<file path="src/rtl/vbos_pkg.sv">
`default_nettype none

package vbos_pkg;

	// Field widths of the channel words and the configuration register.
	localparam int VALUE_W  = 32;
	localparam int INDEX_W  = 12;
	localparam int STATUS_W = 2;
	localparam int OFFSET_W = 32;

	// Coding constants: seven payload bits per byte, bit 7 marks an element's last byte.
	localparam int GROUP_BITS = 7;
	localparam int BYTE_BITS  = 8;
	localparam int STOP_BIT   = 7;

	// Defaults for the top-level parameters.
	localparam int VALUE_BITS_DEF  = 32;
	localparam int STORE_BYTES_DEF = 4096;

	// Result status codes.
	localparam logic [STATUS_W-1:0] ST_OK        = 2'd0;
	localparam logic [STATUS_W-1:0] ST_BAD_INDEX = 2'd1;
	localparam logic [STATUS_W-1:0] ST_FULL      = 2'd2;
	localparam logic [STATUS_W-1:0] ST_BELOW     = 2'd3;

	// Operation codes.
	localparam logic OP_APPEND = 1'b0;
	localparam logic OP_READ   = 1'b1;

	// Commands from the controller to the datapath.
	typedef struct packed {
		logic                capture;
		logic                start_append;
		logic                write_byte;
		logic                start_read;
		logic                scan;
		logic                load_out;
		logic [STATUS_W-1:0] status;
	} dp_cmd_t;

	// Status from the datapath to the controller.
	typedef struct packed {
		logic is_read;
		logic below;
		logic full;
		logic bad_index;
		logic last_byte;
		logic scan_done;
	} dp_sts_t;

endpackage

`default_nettype wire

</file>
<file path="src/rtl/vbos_ctrl.sv">
`default_nettype none

module vbos_ctrl
	import vbos_pkg::*;
(
	input  wire logic    clk,
	input  wire logic    arst_n,
	input  wire logic    in_valid,
	output logic         in_ready,
	output logic         out_valid,
	input  wire logic    out_ready,
	output dp_cmd_t      cmd,
	input  wire dp_sts_t sts
);

	localparam logic [2:0] S_IDLE  = 3'd0;
	localparam logic [2:0] S_CHECK = 3'd1;
	localparam logic [2:0] S_WRITE = 3'd2;
	localparam logic [2:0] S_SCAN  = 3'd3;
	localparam logic [2:0] S_DONE  = 3'd4;

	logic [2:0]          state_q;
	logic [2:0]          state_d;
	logic [STATUS_W-1:0] st_q;
	logic [STATUS_W-1:0] st_d;
	logic                out_valid_q;
	logic                out_free;

	assign in_ready  = (state_q == S_IDLE);
	assign out_valid = out_valid_q;
	assign out_free  = !out_valid_q || out_ready;

	// Next state, status code and datapath commands.
	always_comb begin
		state_d          = state_q;
		st_d             = st_q;
		cmd              = '0;
		cmd.status       = st_q;
		case (state_q)
			S_IDLE: begin
				if (in_valid) begin
					cmd.capture = 1'b1;
					state_d     = S_CHECK;
				end
			end
			S_CHECK: begin
				if (sts.is_read) begin
					if (sts.bad_index) begin
						st_d    = ST_BAD_INDEX;
						state_d = S_DONE;
					end else begin
						st_d           = ST_OK;
						cmd.start_read = 1'b1;
						state_d        = S_SCAN;
					end
				end else if (sts.below) begin
					st_d    = ST_BELOW;
					state_d = S_DONE;
				end else if (sts.full) begin
					st_d    = ST_FULL;
					state_d = S_DONE;
				end else begin
					st_d             = ST_OK;
					cmd.start_append = 1'b1;
					state_d          = S_WRITE;
				end
			end
			S_WRITE: begin
				cmd.write_byte = 1'b1;
				if (sts.last_byte) begin
					state_d = S_DONE;
				end
			end
			S_SCAN: begin
				cmd.scan = 1'b1;
				if (sts.scan_done) begin
					state_d = S_DONE;
				end
			end
			S_DONE: begin
				if (out_free) begin
					cmd.load_out = 1'b1;
					state_d      = S_IDLE;
				end
			end
			default: begin
				state_d = S_IDLE;
			end
		endcase
	end

	// State, status and output valid registers.
	always_ff @(posedge clk or negedge arst_n) begin
		if (!arst_n) begin
			state_q     <= S_IDLE;
			st_q        <= ST_OK;
			out_valid_q <= 1'b0;
		end else begin
			state_q <= state_d;
			st_q    <= st_d;
			if (cmd.load_out) begin
				out_valid_q <= 1'b1;
			end else if (out_ready) begin
				out_valid_q <= 1'b0;
			end
		end
	end

endmodule

`default_nettype wire

</file>
<file path="config.mk">
export PLATFORM = sky130hd
export DESIGN_NAME = vbos_ctrl
export DESIGN_NICKNAME = d
export VERILOG_FILES = /design/src/rtl/vbos_pkg.sv /design/src/rtl/vbos_ctrl.sv
export SDC_FILE = /design/constraint.sdc
export NUM_CORES = 1
export LEC_CHECK = 0
export CAP_MARGIN = 20
export CORE_AREA = 8 8 45 47
export DETAILED_ROUTE_END_ITERATION = 6
export DIE_AREA = 0 0 53 55
export DONT_BUFFER_PORTS = 1
export HOLD_SLACK_MARGIN = 0.05
export PLACE_DENSITY = 0.42
export SLEW_MARGIN = 10
export SYNTH_ARGS = -nofsm -noshare
export SYNTH_HDL_FRONTEND = slang
export SYNTH_SLANG_ARGS = --single-unit
</file>
<file path="constraint.sdc">
create_clock -name clk -period 1.9 [get_ports clk]
set_clock_uncertainty 0.15 [all_clocks]
set_input_delay 0.285 -clock clk [delete_from_list [all_inputs] [get_ports clk]]
set_output_delay 0.285 -clock clk [all_outputs]
set_load 0.05 [all_outputs]
</file>
==> impl_metrics.sql, run 1 <==
INSERT INTO impl_metrics (metric_group, metric, value, unit) VALUES
('yosys', 'synthesis.nets', '51', ''),
('yosys', 'postSynthCellCount', '41', ''),
('timing', 'tightest_slew', '0.4782', 'ns'),
('place', 'last_weighted_congestion_value_of_the_routability_driven_placer', '0.6466', ''),
('power', 'share_clk_of_total_power', '12.4', '%'),
('timing', 'worst_slew_margin_rel', '68.12', '%'),
('global_route', 'groute.layer.met1.usage', '8.166', '%'),
('timing', 'final_setup_violating_endpoints', '0', ''),
('clock_tree', 'tritoncts_clock_tree', 'done', ''),
('clock_tree', 'cts.reportedPaths.clkPinSlew', '0.05', 'ns'),
('layout', 'final_core_utilization', '36.44', '%'),
('setup_path', 'timing.critical_path.buf_inv', '1', ''),
('floorplan', 'top_level_ports', '20', ''),
('yosys', 'avgSynthCellArea', '9.033', 'um2'),
('setup_path', 'critPathMaxFanout', '8', ''),
('setup_path', 'slowest_stage', 'or3b_4', ''),
('layout', 'final_layout_size_suffix_gt1_share', '34.55', '%'),
('yosys', 'post_synth_num_cell_types', '21', ''),
('power', 'net-switching-power', '0.4975', 'mW'),
('clock_tree', 'worst_skew_pair.late_latency', '0.25', 'ns'),
('yosys', 'netlist_area', '370.4', 'um2'),
('drt', 'dr_pass1_iterations', '4', ''),
('floorplan', 'design.die.area', '2915', 'um2'),
('yosys', 'post_synth_most_frequent_cells', 'dfrtp_1, nor2_1, nor2b_1, nand2_1, nand2b_1', ''),
('global_route', 'gr_peak_layer', 'met2', ''),
('power', 'switching_share', '51.84', '%'),
('floorplan', 'fp.dieW', '53', 'um'),
('clock_tree', 'h-tree-depth', '1', ''),
('layout', 'antennaDiodeCount', '0', ''),
('timing', 'timing.fmax', '541.2', 'MHz'),
('setup_path', 'critical_path_required', '1.46', 'ns'),
('setup_path', 'crit_path_start_kind', 'flip-flop', ''),
('floorplan', 'initial_core_utilization', '26.76', '%'),
('timing', 'grt_setup_unrepaired', 'no', ''),
('yosys', 'synth_sequential_area_ratio', '40.54', '%'),
('drt', 'post-route-drc-count', '0', ''),
('global_route', 'globalRouteMet2Util', '9.766', '%'),
('worst_hold_path', 'timing.hold.worst_path_depth', '2', ''),
('timing', 'drv_slew', '0', ''),
('global_route', 'first_global_vias', '361', ''),
('yosys', 'number_of_synthesized_flops_with_an_enable_pin', '0', ''),
('place', 'portBuffers', '0', ''),
('place', 'detailedPlacementHpwl', '793.5', 'um'),
('outcome', 'status', 'finished clean', ''),
('global_route', 'antenna_found_initial', '0', ''),
('floorplan', 'number_of_placement_rows', '14', ''),
('yosys', 'synthDominantCellAreaShare', '40.54', '%'),
('layout', 'final_design_area_no_fill', '504.2', 'um2'),
('power', 'vdd.ir_drop.worst', '0.0005997', 'V'),
('yosys', 'synth.top_cells.by_area', 'dfrtp_1, nor2b_1, nor2_1', ''),
('setup_path', 'crit_path_cell_trace', 'or3b_4 > nor2b_1 > buf_4', ''),
('power', 'p_comb_share', '58.1', '%'),
('yosys', 'synth-async-reset-ratio', '100.0', '%'),
('setup_path', 'cp-end-kind', 'output port', ''),
('layout', 'finish.net_count', '67', ''),
('worst_hold_path', 'timing.hold.worst.class', 'input port to flip-flop', ''),
('power', 'p_leak', '0.2425', 'nW'),
('setup_path', 'crit_path_max_incr_delay', '0.44', 'ns'),
('global_route', 'gr_layer_usage_met3', '4.813', '%'),
('global_route', 'globalRouteTotalUtil', '7.304', '%'),
('drt', 'viasPerCell', '4.507', ''),
('global_route', 'grt_pass1_wl', '1.531', 'mm'),
('layout', 'layout-area-overhead-vs-synth', '36.15', '%'),
('floorplan', 'core-area', '1384', 'um2'),
('yosys', 'synth.ff_latch_count', '6', ''),
('setup_path', 'path_delay_family', 'simple AND/OR/NAND/NOR gates', ''),
('timing', 'final_period_utilization', '97.26', '%'),
('global_route', 'grt_max_degree', '9', ''),
('clock_tree', 'clk_root_buffer_cell', 'clkbuf_4', ''),
('global_route', 'globalRouteOverflowTotal', '0', ''),
('power', 'cell_internal_pwr', '0.4622', 'mW');
## per-layer routing
metal	wire [um]	share of wire, %	up-vias
met4	8	0.83	0
met2	417	43	14
met5	0	0	-
met1	413	43	134
met3	123	13	2
li1	-	-	170
## cell families (layout without fill, tap and decap cells)
group / Yosys count / after routing / synth area share [%]
AND/OR/NAND/NOR: 25 / 25 / 39.19
flip-flops: 6 / 6 / 40.54
AO/OA/AOI/OAI: 5 / 5 / 8.449
buffers and inverters: 3 / 17 / 6.081
multiplexers: 2 / 2 / 5.743
## metrics by stage
stage | setup WS (ns) | std cells | hold WS, ns | setup TNS, ns | power [mW]
final | 0.05209 | 71 | 0.08362 | 0 | 0.9597
after global routing | 0.00003986 | 71 | 0.07799 | 0 | 1.026
after CTS | 0.04063 | 71 | 0.07593 | 0 | 0.9790
after detailed placement | 0.2575 | 66 | -0.1604 | 0 | 0.8363
after global placement | 0.2675 | 66 | -0.1604 | 0 | 0.8300
after floorplan | -0.1716 | 41 | -0.1606 | -0.4139 | 0.7062
## timing repair
item,in CTS,in global routing
hold endpoints to repair,7,0
hold buffers,2,0
setup endpoints to repair,2,0
gates resized for setup,1,0
buffers inserted,0,0
## layout make-up
| type | instances | area [um2] | area share (%) |
|---|---|---|---|
| tap | 16 | 20.02 | 3.970 |
| timing repair buffer | 13 | 102.6 | 20.35 |
| sequential | 6 | 150.1 | 29.78 |
| clock buffer | 3 | 22.52 | 4.466 |
| inverter | 1 | 3.754 | 0.7444 |
| multi-input combinational | 32 | 205.2 | 40.69 |
## worst reg2reg max path: stages (launching register included)
cell and delay (ns):
dfrtp_1 0.37, or3b_4 0.44, or3_4 0.40, nand3_2 0.06
## flip-flops by register name (all words and copies together), names as in the netlist
register,cells
state_q,3
out_valid,1
st_q,2
## worst paths after layout
check | end | startpoint | slack [ns]
worst max-delay path | cmd[4] | state_q[2] | 0.05
worst min-delay path | st_q[1] | sts[3] | 0.08
worst max register to register | state_q[2] | state_q[2] | 0.42
worst min register to register | state_q[0] | state_q[2] | 0.43
max in group asynchronous | st_q[0] | arst_n | 1.16
min in group asynchronous | state_q[0] | arst_n | 0.21
## placed cells by master, fill, tap and decap left out
cell type	instances
nand3_1	1
buf_4	11
nor2b_1	4
o22ai_1	1
nor3b_2	1
or3_4	1
nor3_1	2
o31ai_1	1
a211oi_1	1
mux2i_1	1
clkbuf_4	3
nor3b_1	1
nand3_2	1
or3b_4	1
mux2_2	1
and2b_1	1
nand2b_1	3
o21ai_0	2
nand2_1	3
nor2_1	6
dfrtp_1	6
inv_1	1
dlygate4sd3_1	2
## power by group through the flow
| stage | logic, mW | clock network, mW | registers, mW |
|---|---|---|---|
| after floorplan | 0.378 | 0 | 0.329 |
| after global placement | 0.544 | 0 | 0.286 |
| after detailed placement | 0.550 | 0 | 0.286 |
| after CTS | 0.566 | 0.128 | 0.285 |
| after global routing | 0.599 | 0.136 | 0.291 |
| final | 0.558 | 0.119 | 0.282 |
Power figures use the tool's default switching activity.
==> inputs of run 2 (changes only) <==
CORE_AREA = 2 2 39 41   (was 8 8 45 47)
DIE_AREA = 0 0 41 43   (was 0 0 53 55)
==> run 2 against run 1 <==
Effect of this change:
- first-iteration DRC count grew 100%
- maximum frequency grew 1.7%
- global-route usage grew 4.6 points
- critical path type unchanged
- critical endpoint is now cmd[6]
- largest cell class unchanged
- highest routed layer unchanged
==> impl_metrics.sql, run 2 (synthesis gave the netlist of run 1 again) <==
INSERT INTO impl_metrics (metric_group, metric, value, unit) VALUES
('outcome', 'status', 'finished clean', ''),
('floorplan', 'die_height', '43', 'um'),
('floorplan', 'initial_core_utilization', '26.76', '%'),
('timing', 'tightest_slew', '0.4751', 'ns'),
('worst_hold_path', 'timing.hold.worst.class', 'input port to flip-flop', ''),
('clock_tree', 'worst_skew_pair.late_latency', '0.25', 'ns'),
('clock_tree', 'cts-root-to-sink-buffers', '2', ''),
('layout', 'regMostFlops', 'state_q', ''),
('drt', 'post-route-drc-count', '0', ''),
('place', 'detailedPlacementHpwl', '638.7', 'um'),
('floorplan', 'fp.dieW', '41', 'um'),
('drt', 'routed_wire_length_per_instance', '11.68', 'um'),
('global_route', 'globalRouteTotalUtil', '11.93', '%'),
('setup_path', 'worstSetupPathType', 'flip-flop to output port', ''),
('setup_path', 'crit_path_max_incr_delay', '0.45', 'ns'),
('drt', 'wl', '829', 'um'),
('drt', 'viasPerCell', '4.761', ''),
('setup_path', 'critical_path_required', '1.46', 'ns'),
('clock_tree', 'tritoncts_clock_tree', 'done', ''),
('timing', 'worst_slew_margin_rel', '68.33', '%'),
('worst_hold_path', 'hp-start', 'sts[3]', ''),
('setup_path', 'timing.critical_path.arrival', '1.38', 'ns'),
('drt', 'via_count', '338', ''),
('place', 'place_ws', '0.2637', 'ns'),
('layout', 'final_layout_size_suffix_gt1_share', '38.18', '%'),
('setup_path', 'critical_path_depth_in_cells', '3', ''),
('layout', 'mostFrequentLayoutCells', 'buf_4, nor2_1, dfrtp_1', ''),
('timing', 'final_setup_violating_endpoints', '0', ''),
('floorplan', 'number_of_placement_rows', '14', ''),
('drt', 'drtAntennaViolNets', '0', ''),
('setup_path', 'path_delay_family', 'simple AND/OR/NAND/NOR gates', ''),
('timing', 'final_worst_setup_slack', '0.08225', 'ns'),
('clock_tree', 'cts.repair_timing.setup_buffer_count', '0', ''),
('setup_path', 'cp-end-kind', 'output port', ''),
('clock_tree', 'cts.reportedPaths.clkPinSlew', '0.05', 'ns'),
('floorplan', 'core-area', '1384', 'um2'),
('timing', 'final_critical_path_required_period', '1.818', 'ns'),
('layout', 'max_ffs_per_register', '3', ''),
('setup_path', 'critPathMaxFanout', '8', ''),
('clock_tree', 'h-tree-depth', '1', ''),
('worst_hold_path', 'timing.hold.worst_path_depth', '2', ''),
('setup_path', 'worst_r2r_startpoint', 'state_q[2]', ''),
('floorplan', 'design.die.area', '1763', 'um2'),
('power', 'totalPowerFinal', '0.9750', 'mW'),
('layout', 'antennaDiodeCount', '0', ''),
('layout', 'layout-area-overhead-vs-synth', '39.53', '%'),
('timing', 'final_period_utilization', '95.67', '%'),
('setup_path', 'crit_path_cell_trace', 'or3b_4 > nor2b_2 > buf_6', ''),
('power', 'vdd.ir_drop.worst', '0.0005986', 'V'),
('layout', 'final.fill_count', '151', ''),
('place', 'portBuffers', '0', ''),
('place', 'last_weighted_congestion_value_of_the_routability_driven_placer', '0.7717', ''),
('timing', 'grt_setup_unrepaired', 'no', ''),
('power', 'p_leak', '0.2446', 'nW'),
('setup_path', 'r2r_cells', '3', ''),
('drt', 'dr_pass1_iterations', '4', ''),
('drt', 'detail_route.iter0.violations', '6', ''),
('timing', 'final-hold-violation-count', '0', ''),
('clock_tree', 'cts_buffers', '3', ''),
('setup_path', 'timing.critical_path.buf_inv', '1', ''),
('global_route', 'globalRouteOverflowTotal', '0', ''),
('clock_tree', 'clkSinkCount', '6', ''),
('setup_path', 'crit_path_start_kind', 'flip-flop', ''),
('layout', 'layout.cells.most_common', 'buf_4', ''),
('run', 'max-cap-violations', '0', ''),
('floorplan', 'top_level_ports', '20', ''),
('global_route', 'grt_max_degree', '9', ''),
('timing', 'timing.fmax', '550.1', 'MHz'),
('power', 'power.density', '1887', 'nW/um2'),
('global_route', 'antenna_found_initial', '0', ''),
('timing', 'drv_slew', '0', ''),
('setup_path', 'critical_path.startpoint', 'state_q[2]', ''),
('clock_tree', 'clk_root_buffer_cell', 'clkbuf_4', ''),
('setup_path', 'slowest_stage', 'or3b_4', ''),
('layout', 'finish.net_count', '67', ''),
('global_route', 'first_global_vias', '330', ''),
('global_route', 'grt_pass1_wl', '1.380', 'mm');
==> run 2: cell count changes in the layout (fill, tap and decap cells not counted) <==
cell	delta
buf_4	-2
nor2b_2	+2
nor2b_1	-2
buf_6	+2
==> run 2: metrics by stage <==
step | TNS, ns | cell area (um2) | hold slack, ns | util (%) | std cells
2_1_floorplan | -0.4139 | 375.4 | -0.1606 | - | 41
3_3_place_gp | 0 | 459.2 | -0.1604 | 33.18 | 66
3_5_place_dp | 0 | 459.2 | -0.1604 | 33.18 | 66
4_1_cts | 0 | 504.2 | 0.06213 | 36.44 | 71
5_1_grt | 0 | 516.7 | 0.07125 | 37.34 | 71
6_report | 0 | 516.7 | 0.06672 | 37.34 | 71
==> run 2: cell type report <==
type,instances,area (um2),share of cell area (%)
flip-flops and latches,6,150.1,29.06
multi-input cells,32,210.2,40.68
clock buffers,3,22.52,4.358
inverters,1,3.754,0.7264
repair buffers,13,110.1,21.31
well taps,16,20.02,3.874
==> run 2: layer usage <==
layer / GRT usage, % / vias to the layer above / share of wire (%)
met5: 0 / - / 0
met4: 10.00 / 0 / 2.1
met3: 3.141 / 4 / 8.8
met2: 16.25 / 13 / 48
met1: 14.80 / 155 / 41
li1: - / 166 / -
==> run 2: power by group <==
part	switching, mW	internal, mW
Combinational	0.353	0.212
Clock	0.0534	0.0720
Sequential	0.101	0.183
==> run 2: worst paths after layout <==
check | to | slack, ns
min in group asynchronous | state_q[0] | 0.20
worst min-delay path | st_q[1] | 0.07
max in group asynchronous | st_q[0] | 1.17
worst max-delay path | cmd[6] | 0.08
worst min register to register | state_q[0] | 0.44
worst max register to register | state_q[2] | 0.39
==> run 2: timing repair <==
action                     4_1_cts  5_1_grt
setup endpoints to repair        2        2
pin swaps                        0        0
gates resized for setup          1        4
hold endpoints to repair         7        0
hold buffers                     2        0
==> inputs of run 3 (changes only) <==
ABC_AREA = 1   (was default)
PLACE_DENSITY = 0.43   (was 0.42)
==> run 3 against run 2 <==
Effect of this change:
- largest power group unchanged
- core utilization shrank 1.1 points
- sequential power grew 13%
- synthesized cell count rose by 39%
- first-iteration DRC count stayed put
- register-to-register slack improved by 0.09 ns
- hold slack improved by 0.027 ns
- total power is 2.0% lower
- die area unchanged
==> impl_metrics.sql, run 3 <==
INSERT INTO impl_metrics (metric_group, metric, value, unit) VALUES
('yosys', 'synth_top_family_by_area', 'simple AND/OR/NAND/NOR gates', ''),
('outcome', 'status', 'finished clean', ''),
('yosys', 'synth.top_cells.by_area', 'dfrtp_1, nand2_1, nor2_1', ''),
('setup_path', 'slowest_stage', 'dfrtp_1', ''),
('timing', 'final.hold.worst_slack', '0.09408', 'ns'),
('setup_path', 'crit_path_max_incr_delay', '0.42', 'ns'),
('layout', 'mostFrequentLayoutCells', 'nand2_1, nor2_1, inv_1', ''),
('layout', 'finish.net_count', '82', ''),
('place', 'portBuffers', '0', ''),
('layout', 'regMostFlops', 'state_q', ''),
('drt', 'routed_wire_length_per_instance', '9.314', 'um'),
('timing', 'drv_slew', '0', ''),
('worst_hold_path', 'timing.hold.worst.class', 'input port to flip-flop', ''),
('yosys', 'yosysMostFrequentCell', 'nand2_1', ''),
('drt', 'via_count', '368', ''),
('yosys', 'post_synth_fa_ha_maj_area_fraction', '0', '%'),
('timing', 'tightest_slew', '0.4826', 'ns'),
('setup_path', 'reg2reg_to', 'state_q[1]', ''),
('run', 'max-cap-violations', '0', ''),
('timing', 'worst_slew_margin_rel', '67.83', '%'),
('setup_path', 'crit_path_start_kind', 'flip-flop', ''),
('yosys', 'ys_warn_count', '0', ''),
('yosys', 'post_synth_xor_area_fraction', '0', '%'),
('floorplan', 'number_of_placement_rows', '14', ''),
('floorplan', 'fp.dieW', '41', 'um'),
('global_route', 'globalRouteOverflowTotal', '0', ''),
('layout', 'max_ffs_per_register', '3', ''),
('global_route', 'globalRouteTotalUtil', '11.23', '%'),
('worst_hold_path', 'timing.hold.worst_path_depth', '3', ''),
('yosys', 'synthSimpleGateAreaFrac', '37.00', '%'),
('power', 'power.density', '1905', 'nW/um2'),
('drt', 'post-route-drc-count', '0', ''),
('setup_path', 'critical_path_required', '1.46', 'ns'),
('timing', 'final_setup_violating_endpoints', '0', ''),
('floorplan', 'initial_core_utilization', '27.12', '%'),
('setup_path', 'cp-end-kind', 'output port', ''),
('layout', 'final.fill_count', '156', ''),
('setup_path', 'timing.critical_path.arrival', '1.30', 'ns'),
('layout', 'final_core_utilization', '36.26', '%'),
('global_route', 'first_global_vias', '323', ''),
('global_route', 'antenna_found_initial', '0', ''),
('timing', 'setup_total_negative_slack', '0', 'ns'),
('drt', 'viasPerCell', '4.279', ''),
('layout', 'final_layout_size_suffix_gt1_share', '22.86', '%'),
('yosys', 'avgSynthCellArea', '6.585', 'um2'),
('timing', 'final_worst_setup_slack', '0.1654', 'ns'),
('clock_tree', 'cts_buffers', '3', ''),
('clock_tree', 'clk_root_buffer_cell', 'clkbuf_4', ''),
('yosys', 'netlist_area', '375.4', 'um2'),
('clock_tree', 'tritoncts_clock_tree', 'done', ''),
('place', 'detailedPlacementHpwl', '654.4', 'um'),
('yosys', 'synthDominantCellAreaShare', '40.00', '%'),
('timing', 'final-hold-violation-count', '0', ''),
('timing', 'grt_setup_unrepaired', 'no', ''),
('power', 'vdd.ir_drop.worst', '0.001158', 'V'),
('timing', 'timing.fmax', '576.5', 'MHz'),
('drt', 'detail_route.iter0.violations', '6', ''),
('floorplan', 'top_level_ports', '20', ''),
('yosys', 'postSynthCellCount', '57', ''),
('yosys', 'synth.ff_latch_count', '6', ''),
('worst_hold_path', 'hp-start', 'sts[0]', ''),
('clock_tree', 'h-tree-depth', '1', ''),
('yosys', 'synth_sequential_area_ratio', '40.00', '%'),
('global_route', 'grt_pass1_wl', '1.269', 'mm'),
('drt', 'dr_pass1_iterations', '4', ''),
('place', 'dpl-instance-area', '449.2', 'um2'),
('global_route', 'grt_max_degree', '9', ''),
('yosys', 'post_synth_num_cell_types', '12', ''),
('power', 'totalPowerFinal', '0.9557', 'mW'),
('clock_tree', 'clkSinkCount', '6', ''),
('timing', 'final_critical_path_required_period', '1.735', 'ns'),
('yosys', 'synth-async-reset-ratio', '100.0', '%'),
('setup_path', 'worstSetupPathType', 'flip-flop to output port', ''),
('yosys', 'yosysTopAreaCell', 'dfrtp_1', ''),
('yosys', 'synthesis.nets', '67', ''),
('place', 'placed_cells', '80', ''),
('floorplan', 'design.die.area', '1763', 'um2'),
('clock_tree', 'worst_skew_pair.late_latency', '0.24', 'ns'),
('layout', 'layout-area-overhead-vs-synth', '33.67', '%'),
('yosys', 'synth_compound_area_share', '10.00', '%'),
('power', 'p_leak', '0.2845', 'nW'),
('yosys', 'number_of_synthesized_flops_with_an_enable_pin', '0', ''),
('setup_path', 'crit_path_cell_trace', 'nor2_2 > nand2_2 > nor2_1 > buf_4', ''),
('yosys', 'synthMuxAreaShare', '0', '%'),
('setup_path', 'worst_r2r_startpoint', 'state_q[2]', ''),
('clock_tree', 'post_cts_hold_buffer_count', '3', ''),
('place', 'place_ws', '0.4357', 'ns'),
('clock_tree', 'cts-root-to-sink-buffers', '2', ''),
('setup_path', 'r2r_cells', '6', ''),
('setup_path', 'critPathMaxFanout', '7', ''),
('yosys', 'post_synth_most_frequent_cells', 'nand2_1, nor2_1, inv_1, dfrtp_1, o21ai_0', ''),
('layout', 'antennaDiodeCount', '0', ''),
('setup_path', 'path_delay_family', 'flip-flops', ''),
('setup_path', 'timing.critical_path.buf_inv', '1', ''),
('floorplan', 'core-area', '1384', 'um2'),
('drt', 'wl', '801', 'um'),
('setup_path', 'rrSetupSlack', '0.48', 'ns'),
('drt', 'drtAntennaViolNets', '0', ''),
('layout', 'final_design_area_no_fill', '501.7', 'um2'),
('clock_tree', 'post_cts_resized', '0', ''),
('timing', 'final_period_utilization', '91.30', '%'),
('place', 'last_weighted_congestion_value_of_the_routability_driven_placer', '0.8185', ''),
('clock_tree', 'cts.repair_timing.setup_buffer_count', '0', ''),
('worst_hold_path', 'worst_hold_path.endpoint', 'state_q[0]', ''),
('yosys', 'postSynth.topFlopCell', 'dfrtp_1', ''),
('layout', 'instances_no_fill', '86', ''),
('floorplan', 'die_height', '43', 'um'),
('clock_tree', 'cts.reportedPaths.clkPinSlew', '0.05', 'ns'),
('layout', 'layout.cells.most_common', 'nand2_1', '');
## run 3: how the worst max path moves through the flow
stage | cells past startpoint | from | slack, ns | end
floorplan | 3 | out_valid | 0.08 | cmd[2]
global placement | 4 | state_q[2] | 0.44 | cmd[6]
detailed placement | 4 | state_q[2] | 0.44 | cmd[6]
CTS | 4 | state_q[2] | 0.16 | cmd[6]
global route | 4 | state_q[2] | 0.08 | cmd[4]
finish | 4 | state_q[2] | 0.17 | cmd[6]
## run 3: kinds of logic (layout without fill, tap and decap cells)
| group | Yosys count | after routing |
|---|---|---|
| flops | 6 | 6 |
| compound gates | 7 | 7 |
| buf+inv | 11 | 24 |
| simple gates | 33 | 33 |
## run 3: layout make-up
| cell class | instances | area, um2 | area share, % |
|---|---|---|---|
| Inverter | 10 | 37.54 | 7.481 |
| Multi-Input combinational cell | 40 | 181.4 | 36.16 |
| Tap cell | 16 | 20.02 | 3.990 |
| Clock buffer | 3 | 22.52 | 4.489 |
| Timing Repair Buffer | 11 | 90.09 | 17.96 |
| Sequential cell | 6 | 150.1 | 29.93 |
## run 3: worst reg2reg max path, cell delays in order, from the launching register on
cell and delay, ns:
dfrtp_1 0.42, nor2_2 0.18, nand2_2 0.12, nor2_1 0.12, buf_4 0.21, nor2_1 0.07, nand2_1 0.07
## run 3: layer usage
| metal | wire length (um) | global-route usage (%) | vias to the layer above |
|---|---|---|---|
| met2 | 374 | 15.94 | 16 |
| met4 | 0 | 6.000 | 0 |
| met3 | 65 | 6.283 | 0 |
| met5 | 0 | 0 | - |
| met1 | 361 | 12.87 | 152 |
| li1 | - | - | 200 |
## run 3: power breakdown
part / switching, mW / internal [mW]
Combinational: 0.367 / 0.155
Sequential: 0.136 / 0.185
Clock: 0.0423 / 0.0712
Total: 0.545 / 0.410
